### src/sv/assert_macros.svh
// assertion helpers shared by the rtl
`ifndef ASSERT_MACROS_SVH
`define ASSERT_MACROS_SVH

// same-cycle implication
`define CHK_IMPL(lbl, clk, rst_n, ante, cons) \
  lbl: assert property (@(posedge clk) disable iff (!rst_n) (ante) |-> (cons)) \
    else $error("assertion failed");

// next-cycle implication
`define CHK_NEXT(lbl, clk, rst_n, ante, cons) \
  lbl: assert property (@(posedge clk) disable iff (!rst_n) (ante) |=> (cons)) \
    else $error("assertion failed");

`endif

### src/sv/dms_pkg.sv
package dms_pkg;
  localparam int MAX_LEN   = 512;
  localparam int AW        = $clog2(MAX_LEN);
  localparam int LW        = $clog2(MAX_LEN + 1);
  localparam int SUM_W     = 3 * AW + 1;
  localparam int NUM_W     = SUM_W + 4;
  localparam int PROD_W    = 2 * LW;
  localparam int Q_IT      = 14;
  localparam int DIV_W     = NUM_W + Q_IT;
  localparam int SCORE_W   = 13;
  localparam int SCORE_MAX = 8191;
  localparam int QD        = 4;
  localparam int QAW       = $clog2(QD);

  localparam logic [1:0] REQ_FIRST  = 2'd0;
  localparam logic [1:0] REQ_SECOND = 2'd1;
  localparam logic [1:0] REQ_FINISH = 2'd2;

  typedef struct packed {
    logic [1:0] req_type;
    logic [7:0] char_code;
  } req_t;

  typedef struct packed {
    logic busy;
    logic scanning;
  } back_stat_t;
endpackage

### src/sv/dms_front.sv
module dms_front import dms_pkg::*; (
  input  logic       clk,
  input  logic       rst_n,
  input  logic       in_valid,
  output logic       in_stall,
  input  logic [1:0] in_req_type,
  input  logic [7:0] in_char_code,
  output logic       q_vld,
  output req_t       q_req,
  input  logic       q_pop
);
  req_t           fifo_r [QD];
  logic [QAW-1:0] wptr_r, wptr_nxt;
  logic [QAW-1:0] rptr_r, rptr_nxt;
  logic [QAW:0]   cnt_r, cnt_nxt;
  logic           push;

  assign in_stall = (cnt_r == (QAW+1)'(QD));
  assign push     = in_valid && !in_stall;
  assign q_vld    = (cnt_r != '0);
  assign q_req    = fifo_r[rptr_r];

  always_comb begin
    wptr_nxt = push ? wptr_r + 1'b1 : wptr_r;
    rptr_nxt = q_pop ? rptr_r + 1'b1 : rptr_r;
    cnt_nxt  = cnt_r + (QAW+1)'(push) - (QAW+1)'(q_pop);
  end

  always_ff @(posedge clk) begin
    if (!rst_n) begin
      wptr_r <= '0;
      rptr_r <= '0;
      cnt_r  <= '0;
    end else begin
      wptr_r <= wptr_nxt;
      rptr_r <= rptr_nxt;
      cnt_r  <= cnt_nxt;
    end
    if (push) begin
      fifo_r[wptr_r] <= '{req_type: in_req_type, char_code: in_char_code};
    end
  end
endmodule

### config.mk
export PLATFORM = sky130hd
export DESIGN_NAME = dms_front
export DESIGN_NICKNAME = d
export VERILOG_FILES = /design/src/sv/assert_macros.svh /design/src/sv/dms_pkg.sv /design/src/sv/dms_front.sv
export SDC_FILE = /design/constraint.sdc
export NUM_CORES = 1
export LEC_CHECK = 0
export BUFFER_PORTS_ARGS = -buffer_cell sky130_fd_sc_hd__buf_2
export CORE_AREA = 5 5 65 97
export CTS_BUF_LIST = sky130_fd_sc_hd__clkbuf_4 sky130_fd_sc_hd__clkbuf_8
export DETAILED_ROUTE_END_ITERATION = 8
export DIE_AREA = 0 0 70 102
export PLACE_DENSITY = 0.54
export RECOVER_POWER = 100
export SETUP_SLACK_MARGIN = 0.5
export SLEW_MARGIN = 0
export SYNTH_ARGS = -nofsm -noshare
export SYNTH_HDL_FRONTEND = slang
export SYNTH_SLANG_ARGS = --single-unit
### constraint.sdc
create_clock -name clk -period 2.6 [get_ports clk]
set_clock_uncertainty 0.15 [all_clocks]
set_input_delay 0.52 -clock clk [delete_from_list [all_inputs] [get_ports clk]]
set_output_delay 0.52 -clock clk [all_outputs]
set_load 0.1 [all_outputs]
Yosys cells after proc, flatten, opt, wreduce, memory -nomap -nowiden:

Memory sizes are Yosys's and may differ from the RTL's. A register that Yosys moved wholly into a read port is not among the register bits.
Index checks and enable logic that the tools add are counted.

* add/subtract/negate cells: 4
* eq/ne operators: 1
* mux-type cells: 4
* reduce and logical (&&, ||, !) cells: 3

Operator list (number)
* 2-bit by 1-bit adder with 2-bit output (second input constant): 2
* 2-bit two-way mux: 2
* 3-bit by 1-bit adder with 3-bit output: 1
* 3-bit equality test (second input constant): 1
* 3-bit nonzero test: 1
* 3-bit by 1-bit subtractor with 3-bit output: 1
* 1-bit two-way mux: 2
* 1-bit logical AND: 1
* 1-bit logical NOT: 1

* bits in registers: 7
* bits in writable memories: 40
* input port bits: 14
* output and inout bits: 12
* word-level logic and storage cells: 16
* memories: 1

Memories
* fifo_r: depth 4, bits a word 10, read ports 1, clocked after memory_dff 1, wr ports 1, line dms_front.sv:12 `req_t fifo_r [QD];`

Logic depth before layout (Yosys ltp):

* word-level depth: 5
* depth in mapped cells: 12
* depth with buffers taken out: 11

Worst setup path after synthesis:

OpenSTA, ideal clock, no wires.

* kind: reg-to-reg
* start: register cnt_r[1]
* end: register cnt_r[2]
* data arrival time: 2729 ps
* required time: 2335 ps
* slack: -394 ps
* stages on the path, launching flop included: 13
* cells stage by stage: dfxtp_1 nor3b_4 nor2b_2 buf_6 inv_1 ha_1 inv_1 ha_1 inv_1 fa_1 xnor2_1 xnor2_1 and2_1

* cells in the longest elaborated chain, start to end: 5

RTL lines
* start, declared: line dms_front.sv:15 `logic [QAW:0] cnt_r, cnt_nxt;`
* start signal, assigned: line dms_front.sv:37 `cnt_r <= cnt_nxt;`
* 3-bit equality test: line dms_front.sv:18 `assign in_stall = (cnt_r == (QAW+1)'(QD));`
* net in_stall: line dms_front.sv:5 `output logic in_stall,`
* 1-bit logical NOT: line dms_front.sv:19 `assign push = in_valid && !in_stall;`
* 1-bit logical AND: line dms_front.sv:19
* 3-bit by 1-bit adder with 3-bit output: line dms_front.sv:26 `cnt_nxt = cnt_r + (QAW+1)'(push) - (QAW+1)'(q_pop);`
* 3-bit by 1-bit subtractor with 3-bit output: line dms_front.sv:26

The timed path passes the listed nets, and every way through them passes these cells.
A chain may end at the register's enable or synchronous reset.

==> out/metrics.yaml <==
worst_setup_path:
  path_max_fanout: 5
  cp_cell_sequence: "clkbuf_16 > mux4_2 > clkbuf_2"
  critical-path-slowest-cell: "mux4_2"
  required_ns: 1.93
  rr_endpoint: "cnt_r[2]"
  start_kind: "flop"
  cp_top_family: "buffers and inverters"
  crit_buf_inv: 2
  r2r-start: "cnt_r[1]"
  cpPeakStageDelay_ns: 0.48
  end_kind: "primary output"
  crit_arrival_ns: 1.70
  worstSetupPathType: "flop to primary output"
  worst_r2r_path_depth: 11
  rrSetupSlack_ns: 0.29
final_layout:
  drive_gt1_frac: 0.373
  area_delta_synth_final_pct: 19.0
  layout.nets: 154
  multi_input_area_um2: 517
  regArea_um2: 1390
  nFillCells: 516
  final_common_cell: "edfxtp_1"
  diodes: 0
  final_cell_mix: "edfxtp_1 (40), clkbuf_1 (12), mux4_2 (10), clkbuf_2 (10)"
sta:
  fin_setup_tns_ns: 0
  slew_viol_final: 0
  slew_headroom: 0.493
  worst_pin_slew_ns: 0.761
  post-route-min-period_ns: 2.37
  fmax_mhz: 422
  hold_viol: 0
  fin_crit_sh: 0.912
  timing.hold.ws_ns: 0.333
  setup_violations: 0
  grt_setup_unrepaired: "true"
clock_tree:
  clk_latency_ns: 0.29
  htree_levels: 2
  cts_sinks: 49
  cts_max_path_buffers: 2
  clk_pin_slew_ns: 0.08
  cts_tree: "done"
  cts_root_buffer: "clkbuf_8"
  ctsHoldBuffers: 0
  numCtsBuffers: 5
routing:
  avgRoutedWirePerCell_um: 15.3
  dr.pass1.iters: 4
  first_iter_violations: 66
  ant_nets: 0
  drc_errors: 0
  vias: 923
  routed_wl_um: 3120
  routed_via_density: 4.52
hold_path:
  hold_path.class: "input port to flop"
  hold_end: "fifo_r[0][3]"
  min_from: "in_char_code[3]"
  holdPathStages: 1
global_route:
  gr-total-overflow: 0
  grt_pass1_vias: 1034
  antenna_found_initial: 0
  grt_use_total: 0.0939
  grt_pass1_wl_um: 4920
  grt_max_degree: 15
synthesis:
  yosysUniqueCellTypes: 19
  postSynthAreaPerCell_um2: 19.5
  synth_fp_nets: 120
  synth_top_cell_by_area: "edfxtp_1"
  synth_cells: 99
  synth_top_cell_area_share: 0.623
  yosysWarningCount: 0
  ys_ff_latch: 49
  yosysSeqAreaShare: 0.716
  synth.area.top_cells: "edfxtp_1 (62%), mux4_2 (12%), dfxtp_1 (9.3%)"
  syn_area_um2: 1930
placed_design:
  port_buffers: 25
  gp_congestion: 0.654
  dpl.hpwl_um: 2110
floorplan:
  core_area_um2: 5370
  die_w_um: 70
  fp-row-count: 33
  die_h_um: 102
  pin_count: 26
  die-area_um2: 7140
  start_util: 0.359
power:
  leakagePower_nw: 0.785
  power.density_nw_per_um2: 952
  ir_worst_vdd_uv: 618
outcome:
  status: "complete, no violations"
job:
  maxCapViolCount: 0
==> routing by layer <==
layer / part of all wire / vias up / GRT usage
li1: - / 435 / -
met1: 0.37 / 458 / 0.0948
met2: 0.55 / 25 / 0.171
met3: 0.058 / 5 / 0.0315
met4: 0.022 / 0 / 0.0487
met5: 0 / - / 0
==> cells by family after synthesis <==
| logic type | count (synthesis) | share of synthesized area |
|---|---|---|
| xor+xnor | 4 | 0.0182 |
| fa+ha+maj | 7 | 0.0493 |
| buf+inv | 9 | 0.0260 |
| flops | 49 | 0.716 |
| mux | 12 | 0.127 |
| simple gates | 18 | 0.0630 |
==> worst reg2reg max path: cells and delay by family, from the launching register on <==
kind	cells	cell delay, ns
fa+ha+maj	3	0.65
simple gates	3	0.57
flops	1	0.37
buf+inv	3	0.19
xor+xnor	2	0.27
==> timing repair <==
action                                  4_1_cts  5_1_grt
gates cloned                                  0        1
resized for setup                            27        5
endpoints found under the hold margin         0        0
buffers inserted                              1        2
endpoints found under the setup margin       12       12
pin swaps                                     1        0
==> cell type report <==
| cell class | count | area share |
|---|---|---|
| inverters | 5 | 0.00818 |
| multi-input cells | 41 | 0.225 |
| clock buffers | 7 | 0.0365 |
| clock inverters | 1 | 0.00327 |
| well taps | 70 | 0.0382 |
| flip-flops and latches | 49 | 0.606 |
| repair buffers | 31 | 0.0823 |
==> Yosys cell counts <==
library cell  instances
nor2b_1               1
fa_1                  1
and2_1                5
and2_2                4
clkbuf_1              1
nor2b_2               1
xnor2_1               3
clkbuf_2              1
mux2i_1               2
inv_1                 5
edfxtp_1             40
buf_6                 2
ha_1                  6
nor3b_4               1
dfxtp_1               9
xor2_1                1
nand2_1               5
mux4_2               10
or3_2                 1
==> power by group <==
part	switching (W)	total, W	internal (W)
Clock	0.000228	0.000439	0.000211
Sequential	0.0000502	0.00100	0.000952
Combinational	0.000535	0.000742	0.000207
==> sequential cells by signal (all words and copies together) (netlist names), named ones only <==
signal / cells
cnt_r: 3
fifo_r: 40
rptr_r: 2
wptr_r: 2
==> through the flow <==
step                      instance area (um2)  setup WS (ns)  total power (W)  utilization  cells
after floorplan                          1960         -0.275          0.00162            -     99
after global placement                   2160          0.417          0.00171        0.402    192
after detailed placement                 2160          0.298          0.00174        0.402    192
after CTS                                2350          0.353          0.00226        0.437    201
final                                    2290          0.229          0.00218        0.428    204
after global routing                     2290          0.174          0.00229        0.428    204
==> worst max path at each step <==
stage / end / slack (ns) / cells after the start
floorplan: cnt_r[2] / -0.27 / 12
global placement: cnt_r[2] / 0.42 / 11
detailed placement: cnt_r[2] / 0.30 / 11
CTS: q_req[9] / 0.35 / 3
global route: q_req[1] / 0.17 / 3
finish: q_req[1] / 0.23 / 3
Note: power is estimated with default switching activity, not from simulation.
